### src/rtl/core/tks_pkg.sv
// Shared types and widths for the top-k smallest selector.
`default_nettype none
package tks_pkg;

    localparam int DIST_W  = 32;
    localparam int INDEX_W = 16;
    localparam int CFG_W   = 5;
    localparam int KEFF_W  = 8;

    typedef struct packed {
        logic [DIST_W-1:0]  distance;
        logic [INDEX_W-1:0] index;
    } entry_t;

    typedef struct packed {
        logic insert;  // new distance enters the chain this cycle
        logic drain;   // chain shifts toward the head by one place
    } cell_ctrl_t;

endpackage
`default_nettype wire

### src/rtl/core/tks_cell.sv
// One slot of the sorted list: compare, hold, shift.
`default_nettype none
module tks_cell (
    input  wire logic               clk,
    input  wire logic               rst_n,
    input  wire tks_pkg::cell_ctrl_t ctrl,
    input  wire logic               enable,
    input  wire tks_pkg::entry_t    new_entry,
    input  wire logic               prev_ins,
    input  wire tks_pkg::entry_t    prev_entry,
    input  wire logic               prev_valid,
    input  wire tks_pkg::entry_t    next_entry,
    input  wire logic               next_valid,
    output tks_pkg::entry_t         entry,
    output logic                    valid,
    output logic                    ins
);

    tks_pkg::entry_t entry_reg;
    tks_pkg::entry_t entry_next;
    logic            valid_reg;
    logic            valid_next;

    // Slots past the active limit are treated as empty.
    assign valid = valid_reg && enable;
    assign entry = entry_reg;
    // Insertion point is at or before this slot.
    assign ins   = !valid || (new_entry.distance < entry_reg.distance);

    always_comb
    begin
        entry_next = entry_reg;
        valid_next = valid;
        priority if (ctrl.drain)
        begin
            entry_next = next_entry;
            valid_next = next_valid;
        end
        else if (ctrl.insert)
        begin
            priority if (prev_ins)
            begin
                entry_next = prev_entry;
                valid_next = prev_valid;
            end
            else if (ins)
            begin
                entry_next = new_entry;
                valid_next = 1'b1;
            end
            else
            begin
                valid_next = valid;
            end
            valid_next = valid_next && enable;
        end
        else
        begin
            valid_next = valid_reg;
        end
    end

    always_ff @(posedge clk or negedge rst_n)
    begin
        if (!rst_n)
        begin
            valid_reg <= 1'b0;
        end
        else
        begin
            valid_reg <= valid_next;
        end
    end

    always_ff @(posedge clk)
    begin
        entry_reg <= entry_next;
    end

endmodule
`default_nettype wire

### src/rtl/core/top_k_smallest_selector_top.sv
// Top level of the top-k smallest selector: cell chain, column counter, drain control.
`default_nettype none
// Accepts one distance per cycle while a row streams in; each distance is
// compared against every slot of a chain of MAX_K cells at once and inserted
// into the cell registers when accepted. The request flagged row_end starts
// a drain: the kept list (min(active_k, columns seen) entries) leaves one
// result per cycle while nbr_ready is high, from the head cell while the chain
// shifts toward it, and no distance is taken until the last result is
// delivered. active_k of 0 acts as 1 and values above MAX_K act as MAX_K.
// Column indices saturate at the top index; further columns set row_too_long
// on every result of that row.
module top_k_smallest_selector_top #(
    parameter int MAX_K       = 16,
    parameter int MAX_ROW_LEN = 65536
) (
    input  wire logic                         clk,
    input  wire logic                         rst_n,
    input  wire logic                         cfg_valid,
    output logic                              cfg_ready,
    input  wire logic [tks_pkg::CFG_W-1:0]    active_k,
    input  wire logic                         dist_valid,
    output logic                              dist_ready,
    input  wire logic [tks_pkg::DIST_W-1:0]   distance,
    input  wire logic                         row_end,
    output logic                              nbr_valid,
    input  wire logic                         nbr_ready,
    output logic [tks_pkg::INDEX_W-1:0]       neighbor_index,
    output logic [tks_pkg::DIST_W-1:0]        neighbor_distance,
    output logic                              list_last,
    output logic                              row_too_long
);

    localparam logic [tks_pkg::INDEX_W-1:0] COL_TOP =
        (MAX_ROW_LEN > 65536) ? {tks_pkg::INDEX_W{1'b1}}
                              : tks_pkg::INDEX_W'(MAX_ROW_LEN - 1);
    localparam logic [tks_pkg::KEFF_W-1:0] K_MAX = tks_pkg::KEFF_W'(MAX_K);

    typedef enum logic {ST_FILL, ST_DRAIN} state_t;

    state_t                        state_reg;
    state_t                        state_next;
    logic [tks_pkg::CFG_W-1:0]     k_cfg_reg;
    logic [tks_pkg::INDEX_W-1:0]   col_reg;
    logic [tks_pkg::INDEX_W-1:0]   col_next;
    logic                          top_used_reg;
    logic                          top_used_next;
    logic                          ovf_reg;
    logic                          ovf_next;

    logic [tks_pkg::KEFF_W-1:0]    k_raw;
    logic [tks_pkg::KEFF_W-1:0]    k_eff;
    logic                          dist_acc;
    logic                          nbr_acc;
    logic                          at_top;
    logic                          ovf_step;
    tks_pkg::cell_ctrl_t           ctrl;
    tks_pkg::entry_t               new_entry;

    tks_pkg::entry_t               cell_entry [MAX_K];
    logic [MAX_K-1:0]              cell_valid;
    logic [MAX_K-1:0]              cell_ins;
    logic [MAX_K-1:0]              cell_en;

    assign cfg_ready  = 1'b1;
    assign dist_ready = (state_reg == ST_FILL);
    assign nbr_valid  = (state_reg == ST_DRAIN);
    assign dist_acc   = dist_valid && dist_ready;
    assign nbr_acc    = nbr_valid && nbr_ready;

    assign k_raw = tks_pkg::KEFF_W'(k_cfg_reg);
    always_comb
    begin
        priority if (k_raw == '0)
        begin
            k_eff = tks_pkg::KEFF_W'(1);
        end
        else if (k_raw > K_MAX)
        begin
            k_eff = K_MAX;
        end
        else
        begin
            k_eff = k_raw;
        end
    end

    assign at_top   = (col_reg == COL_TOP);
    assign ovf_step = ovf_reg || (at_top && top_used_reg);

    assign new_entry.distance = distance;
    assign new_entry.index    = col_reg;
    assign ctrl.insert        = dist_acc;
    assign ctrl.drain         = nbr_acc;

    genvar gi;
    generate
        for (gi = 0; gi < MAX_K; gi++)
        begin : g_cell
            logic            p_ins;
            logic            p_valid;
            tks_pkg::entry_t p_entry;
            logic            n_valid;
            tks_pkg::entry_t n_entry;

            assign cell_en[gi] = (tks_pkg::KEFF_W'(gi) < k_eff);

            if (gi == 0)
            begin : g_head
                assign p_ins   = 1'b0;
                assign p_valid = 1'b0;
                assign p_entry = new_entry;
            end
            else
            begin : g_body
                assign p_ins   = cell_ins[gi-1];
                assign p_valid = cell_valid[gi-1];
                assign p_entry = cell_entry[gi-1];
            end

            if (gi == MAX_K - 1)
            begin : g_tail
                assign n_valid = 1'b0;
                assign n_entry = cell_entry[gi];
            end
            else
            begin : g_mid
                assign n_valid = cell_valid[gi+1];
                assign n_entry = cell_entry[gi+1];
            end

            tks_cell u_cell (
                .clk        (clk),
                .rst_n      (rst_n),
                .ctrl       (ctrl),
                .enable     (cell_en[gi]),
                .new_entry  (new_entry),
                .prev_ins   (p_ins),
                .prev_entry (p_entry),
                .prev_valid (p_valid),
                .next_entry (n_entry),
                .next_valid (n_valid),
                .entry      (cell_entry[gi]),
                .valid      (cell_valid[gi]),
                .ins        (cell_ins[gi])
            );
        end
    endgenerate

    assign neighbor_index    = cell_entry[0].index;
    assign neighbor_distance = cell_entry[0].distance;
    assign row_too_long      = ovf_reg;
    generate
        if (MAX_K > 1)
        begin : g_last_multi
            assign list_last = !cell_valid[1];
        end
        else
        begin : g_last_single
            assign list_last = 1'b1;
        end
    endgenerate

    always_comb
    begin
        state_next    = state_reg;
        col_next      = col_reg;
        top_used_next = top_used_reg;
        ovf_next      = ovf_reg;
        unique case (state_reg)
            ST_FILL:
            begin
                if (dist_acc)
                begin
                    if (row_end)
                    begin
                        state_next    = ST_DRAIN;
                        col_next      = '0;
                        top_used_next = 1'b0;
                        ovf_next      = ovf_step;
                    end
                    else
                    begin
                        col_next      = at_top ? col_reg : col_reg + 1'b1;
                        top_used_next = top_used_reg || at_top;
                        ovf_next      = ovf_step;
                    end
                end
            end
            ST_DRAIN:
            begin
                if (nbr_acc && list_last)
                begin
                    state_next = ST_FILL;
                    ovf_next   = 1'b0;
                end
            end
            default:
            begin
                state_next = ST_FILL;
            end
        endcase
    end

    always_ff @(posedge clk or negedge rst_n)
    begin
        if (!rst_n)
        begin
            state_reg    <= ST_FILL;
            k_cfg_reg    <= tks_pkg::CFG_W'(16);
            col_reg      <= '0;
            top_used_reg <= 1'b0;
            ovf_reg      <= 1'b0;
        end
        else
        begin
            state_reg    <= state_next;
            col_reg      <= col_next;
            top_used_reg <= top_used_next;
            ovf_reg      <= ovf_next;
            if (cfg_valid && cfg_ready)
            begin
                k_cfg_reg <= active_k;
            end
        end
    end

    // Kept slots always form a run starting at the head.
    a_prefix: assert property (@(posedge clk) disable iff (!rst_n)
        ((cell_valid & (cell_valid + 1'b1)) == '0))
        else $error("kept slots not contiguous");

    a_head_on_drain: assert property (@(posedge clk) disable iff (!rst_n)
        (state_reg == ST_DRAIN) |-> cell_valid[0])
        else $error("drain with empty head slot");

    a_row_end: assert property (@(posedge clk) disable iff (!rst_n)
        (dist_acc && row_end) |=> (state_reg == ST_DRAIN) && (col_reg == '0)
                                  && !top_used_reg)
        else $error("row end did not start drain");

    a_limit: assert property (@(posedge clk) disable iff (!rst_n)
        $past(dist_acc) |-> ((cell_valid & ~cell_en) == '0))
        else $error("slot kept past active limit");

endmodule
`default_nettype wire

### config.mk
export PLATFORM = sky130hd
export DESIGN_NAME = top_k_smallest_selector_top
export DESIGN_NICKNAME = d
export VERILOG_FILES = /design/src/rtl/core/tks_pkg.sv /design/src/rtl/core/tks_cell.sv /design/src/rtl/core/top_k_smallest_selector_top.sv
export SDC_FILE = /design/constraint.sdc
export NUM_CORES = 2
export LEC_CHECK = 0
export BUFFER_PORTS_ARGS = -buffer_cell sky130_fd_sc_hd__buf_4
export CAP_MARGIN = 20
export CORE_MARGIN = 2
export CORE_UTILIZATION = 55
export CTS_CLUSTER_DIAMETER = 200
export DETAILED_ROUTE_END_ITERATION = 10
export GPL_TIMING_DRIVEN = 0
export PLACE_DENSITY = 0.74
export SYNTH_ARGS = -nofsm -noshare
export SYNTH_HDL_FRONTEND = slang
export SYNTH_HIERARCHICAL = 1
export SYNTH_SLANG_ARGS = --single-unit
### constraint.sdc
create_clock -name clk -period 4.9 [get_ports clk]
set_input_delay 0.49 -clock clk [delete_from_list [all_inputs] [get_ports clk]]
set_output_delay 0.49 -clock clk [all_outputs]
set_load 0.02 [all_outputs]
### Yosys cells after proc, flatten, opt, wreduce, memory -nomap -nowiden

Cells that the tools add are included.
Widths: inputs -> output; s select.

* register bits after elaboration: 808
* input port bits: 43
* output and inout port bits: 53
* word-level logic and storage cells: 368

* add/sub/neg operators: 1
* $lt $le $gt $ge: 33
* equal/unequal tests: 4
* muxes and demuxes: 168
* bitwise operators: 2
* reduce and logical (&&, ||, !) cells: 107

Operators by type and width (count)
* $mux 48: 61
* $lt 32x32->1: 16
* $mux 1: 101
* $lt 4x8->1 const A: 8
* $reduce_bool 3->1: 14
* $logic_and 1x1->1: 36
* $reduce_and 2->1: 17
* $lt 3x8->1 const A: 4
* $mux 16: 2
* $logic_or 1x1->1: 18
* $add 16x1->16 const B: 1
* $eq 16x16->1 const B: 1
* $logic_not 1->1: 16
* $lt 1x8->1 const A: 2
* $lt 2x8->1 const A: 2
* $logic_not 8->1: 1
* $mux 8: 1
* $reduce_and 3->1: 2
* $reduce_bool 2->1: 3
* $gt 5x5->1 const B: 1
* $mux 5: 1
* $ne 2x1->1 const B: 2
* $pmux 1 s2: 2
* $ne 2x2->1 const B: 1
* $not 1->1: 2

### Longest topological paths before layout

* depth in word-level cells: 14
* depth in mapped cells: 13
* gate-level depth less buffers: 11

### Cells and area by module

Netlist, hierarchy kept.

Modules (own cells, without submodules)
* tks_cell: times used 16, cells each 331, area an instance 3306.9 um^2, seq. area each 1466.4 um^2
* top_k_smallest_selector_top: times used 1, cells each 160, area an instance 1503.9 um^2, seq. area each 601.8 um^2

### Least setup slack after synthesis

OpenSTA, ideal clock, no wires.

* path kind: register to register
* start point: register g_cell[0].u_cell.entry_reg, in the netlist g_cell[0].u_cell/entry[46]
* end point: register g_cell[1].u_cell.entry_reg, in the netlist g_cell[1].u_cell/entry[0], enable pin
* setup time: 0.449 ns
* data arrival time: 4.220 ns
* path slack: 0.231 ns
* stages on the path, launching flop included: 13
* buffers on the path: 1
* clock period less this slack: 4.669 ns
* cell sequence: edfxtp_1 inv_1 ha_1 a21oi_1 nand2_1 a221o_1 a211o_1 a21o_2 nand2_1 buf_6 nor3_1 and3_1 a211oi_2

* word-level cells in the longest chain between the ends: 4

Ends and longest elaborated chain
* start, declared: RTL line tks_cell.sv:19 `tks_pkg::entry_t entry_reg;`
* start signal, assigned: RTL line tks_cell.sv:77 `entry_reg <= entry_next;`
* $lt 32x32->1: RTL line tks_cell.sv:28 `assign ins = !valid || (new_entry.distance < entry_reg.distance);`
* $logic_or 1x1->1: RTL line tks_cell.sv:28
* net cell_ins[0]: RTL line top_k_smallest_selector_top.sv:61 `logic [MAX_K-1:0] cell_ins;`
* $reduce_bool 3->1 (no source line)
* $reduce_and 2->1 (no source line)
* end signal, assigned: RTL line tks_cell.sv:77
* end, declared: RTL line tks_cell.sv:19

The timed path passes the listed nets, and every way through them passes these cells.
A chain may end at the register's enable or synchronous reset.

### Worst setup path after layout

* start point: register g_cell[13].u_cell.entry_reg, in the netlist g_cell[13].u_cell/entry[46]
* end point: register g_cell[14].u_cell.entry_reg, in the netlist g_cell[14].u_cell/entry[18], enable pin

* word-level cells in the longest chain between the ends: 4

Ends and longest elaborated chain (RTL line)
* start, declared: tks_cell.sv:19
* start signal, assigned: tks_cell.sv:77
* $lt 32x32->1: tks_cell.sv:28
* $logic_or 1x1->1: tks_cell.sv:28
* net cell_ins[13]: top_k_smallest_selector_top.sv:61
* $reduce_bool 3->1 (no source line)
* $reduce_and 2->1 (no source line)
* end signal, assigned: tks_cell.sv:77
* end, declared: tks_cell.sv:19

The timed path passes the listed nets, and every way through them passes these cells.

==> impl_metrics.json <==
{
  "status": "finished clean",
  "endpoint_kind": "register",
  "area_delta_synth_final_pct": 10.6,
  "clock_latency_ps": 670,
  "ant_nets": 0,
  "pin_count": 96,
  "cp_max_fo": 19,
  "io_buffers": 93,
  "syn_avg_cell_area_um2": 9.97,
  "post_cts_buffers": 0,
  "largest_reg_flops": 768,
  "cap_violations": 0,
  "crit_required_ps": 5250,
  "ctsHtreeMaxLevel": 3,
  "worst_pin_slew_ps": 1040,
  "timing.final.crit_share_pct": 79.8,
  "first_pass_iters": 6,
  "slew_violations": 0,
  "route.vias.total": 42600,
  "hp-class": "in2reg",
  "ctsHoldBuffers": 1,
  "leakagePower_nw": 28.5,
  "cts_made_buffers": 90,
  "cts_root_buf": "clkbuf_16",
  "crit_type": "reg2reg",
  "arrival_ps": 4260,
  "clkSlewWorstSetupHoldPaths_ps": 60,
  "drt_iter0_drc": 4358,
  "irDropWorstVdd_mv": 0.322,
  "place_inst": 6871,
  "via_per_inst": 6.06,
  "hpwl_um": 109000,
  "period_needed_ps": 3910,
  "grt_pass1_wl_um": 228000,
  "setup_violations": 0,
  "synth_cells": 5454,
  "finalHoldViolations": 0,
  "grt_max_degree": 58,
  "cts_tree": "done",
  "wl_um": 143000,
  "initial_core_util_pct": 55.4,
  "postCtsResizedCells": 0,
  "dieArea_um2": 101000,
  "drc": 0,
  "yosysWarnings": 6,
  "core_um2": 98300,
  "rsz0062_at_grt": "no",
  "wire_per_inst_um": 20.3,
  "fin_worst_skew_ps": 19.7,
  "power_density_nw_per_um2": 675,
  "overflow": 0,
  "clk_path_buf_depth": 3,
  "drive_gt1_share_pct": 7.93,
  "grt_pass1_vias": 43100,
  "die_h_um": 319,
  "slew_headroom_pct": 30.9,
  "stdcell_count": 7039,
  "final_cell_mix": "908 x nand2_1, 837 x o21ai_0, 768 x mux2i_1, 768 x edfxtp_1, 552 x inv_1",
  "fin_util_pct": 61.2,
  "chipWidth_um": 319,
  "nNetsFinal": 6217,
  "rows": 115,
  "layout_commonest_cell": "nand2_1",
  "start_kind": "register",
  "numClockSinks": 808,
  "grt_util_all_layers_pct": 27.7,
  "antenna_found_initial": 1,
  "gp_congestion": 0.887,
  "mappedNetlistArea_um2": 54400,
  "fmax_mhz": 256
}
-- metal layers --
| metal | wire (µm) | track usage, % | vias to the layer above |
|---|---|---|---|
| met1 | 62100 | 37.6 | 20900 |
| met5 | 13 | 0 | - |
| li1 | - | - | 20200 |
| met3 | 9130 | 3.75 | 208 |
| met4 | 2470 | 7.12 | 2 |
| met2 | 69200 | 46.9 | 1339 |
-- area by class of cell --
cell class / instances / area (µm²)
fillers: 8076 / 38100
clock buffers: 123 / 2450
well taps: 1287 / 1610
inverters: 553 / 2080
flip-flops and latches: 808 / 24100
plain buffers: 281 / 1540
diodes: 2 / 5.00
multi-input cells: 3816 / 26900
clock inverters: 42 / 330
repair buffers: 127 / 1230
-- path summary, 6_finish.rpt --
path	from	endpoint	slack, ps	cells past startpoint
worst min-delay path	active_k[1]	k_cfg_reg[1]	90	2
worst max register to register	g_cell[13].u_cell/entry[46]	g_cell[14].u_cell/entry[18]	990	13
worst max-delay path	g_cell[13].u_cell/entry[46]	g_cell[14].u_cell/entry[18]	990	13
max in group asynchronous	rst_n	g_cell[14].u_cell/valid_reg	4010	2
min in group asynchronous	rst_n	col_reg[9]	390	2
worst min register to register	row_too_long	row_too_long	510	2
-- critical path, cell delays in order (launching register included) --
cell and delay [ps]:
edfxtp_1 440, inv_1 100, ha_1 260, a21oi_1 170
nand2_1 80, a221o_1 370, a211o_1 340, a21o_2 200
nand2_1 70, buf_6 150, nor3_1 110, and3_1 220
a211oi_4 800, buf_8 280
-- power by group --
| part | internal (mW) | switching, mW | total (mW) |
|---|---|---|---|
| sequential | 13.2 | 3.15 | 16.3 |
| clock | 3.71 | 2.89 | 6.59 |
| combinational | 7.14 | 10.5 | 17.7 |
-- stage by stage --
stage | worst slack, ps | setup TNS (ps) | power [mW] | hold WS, ps | instance area (µm²)
CTS | 997 | 0 | 40.5 | 52.8 | 60200
detailed placement | 545 | 0 | 33.8 | 499 | 57400
floorplan | 231 | 0 | 27.7 | 194 | 54400
global placement | -1420 | -962600 | 32.6 | 487 | 56700
global route | 801 | 0 | 43.5 | 64.6 | 60200
finish | 991 | 0 | 40.6 | 86.6 | 60200
Note: power is estimated with default switching activity, not from simulation.
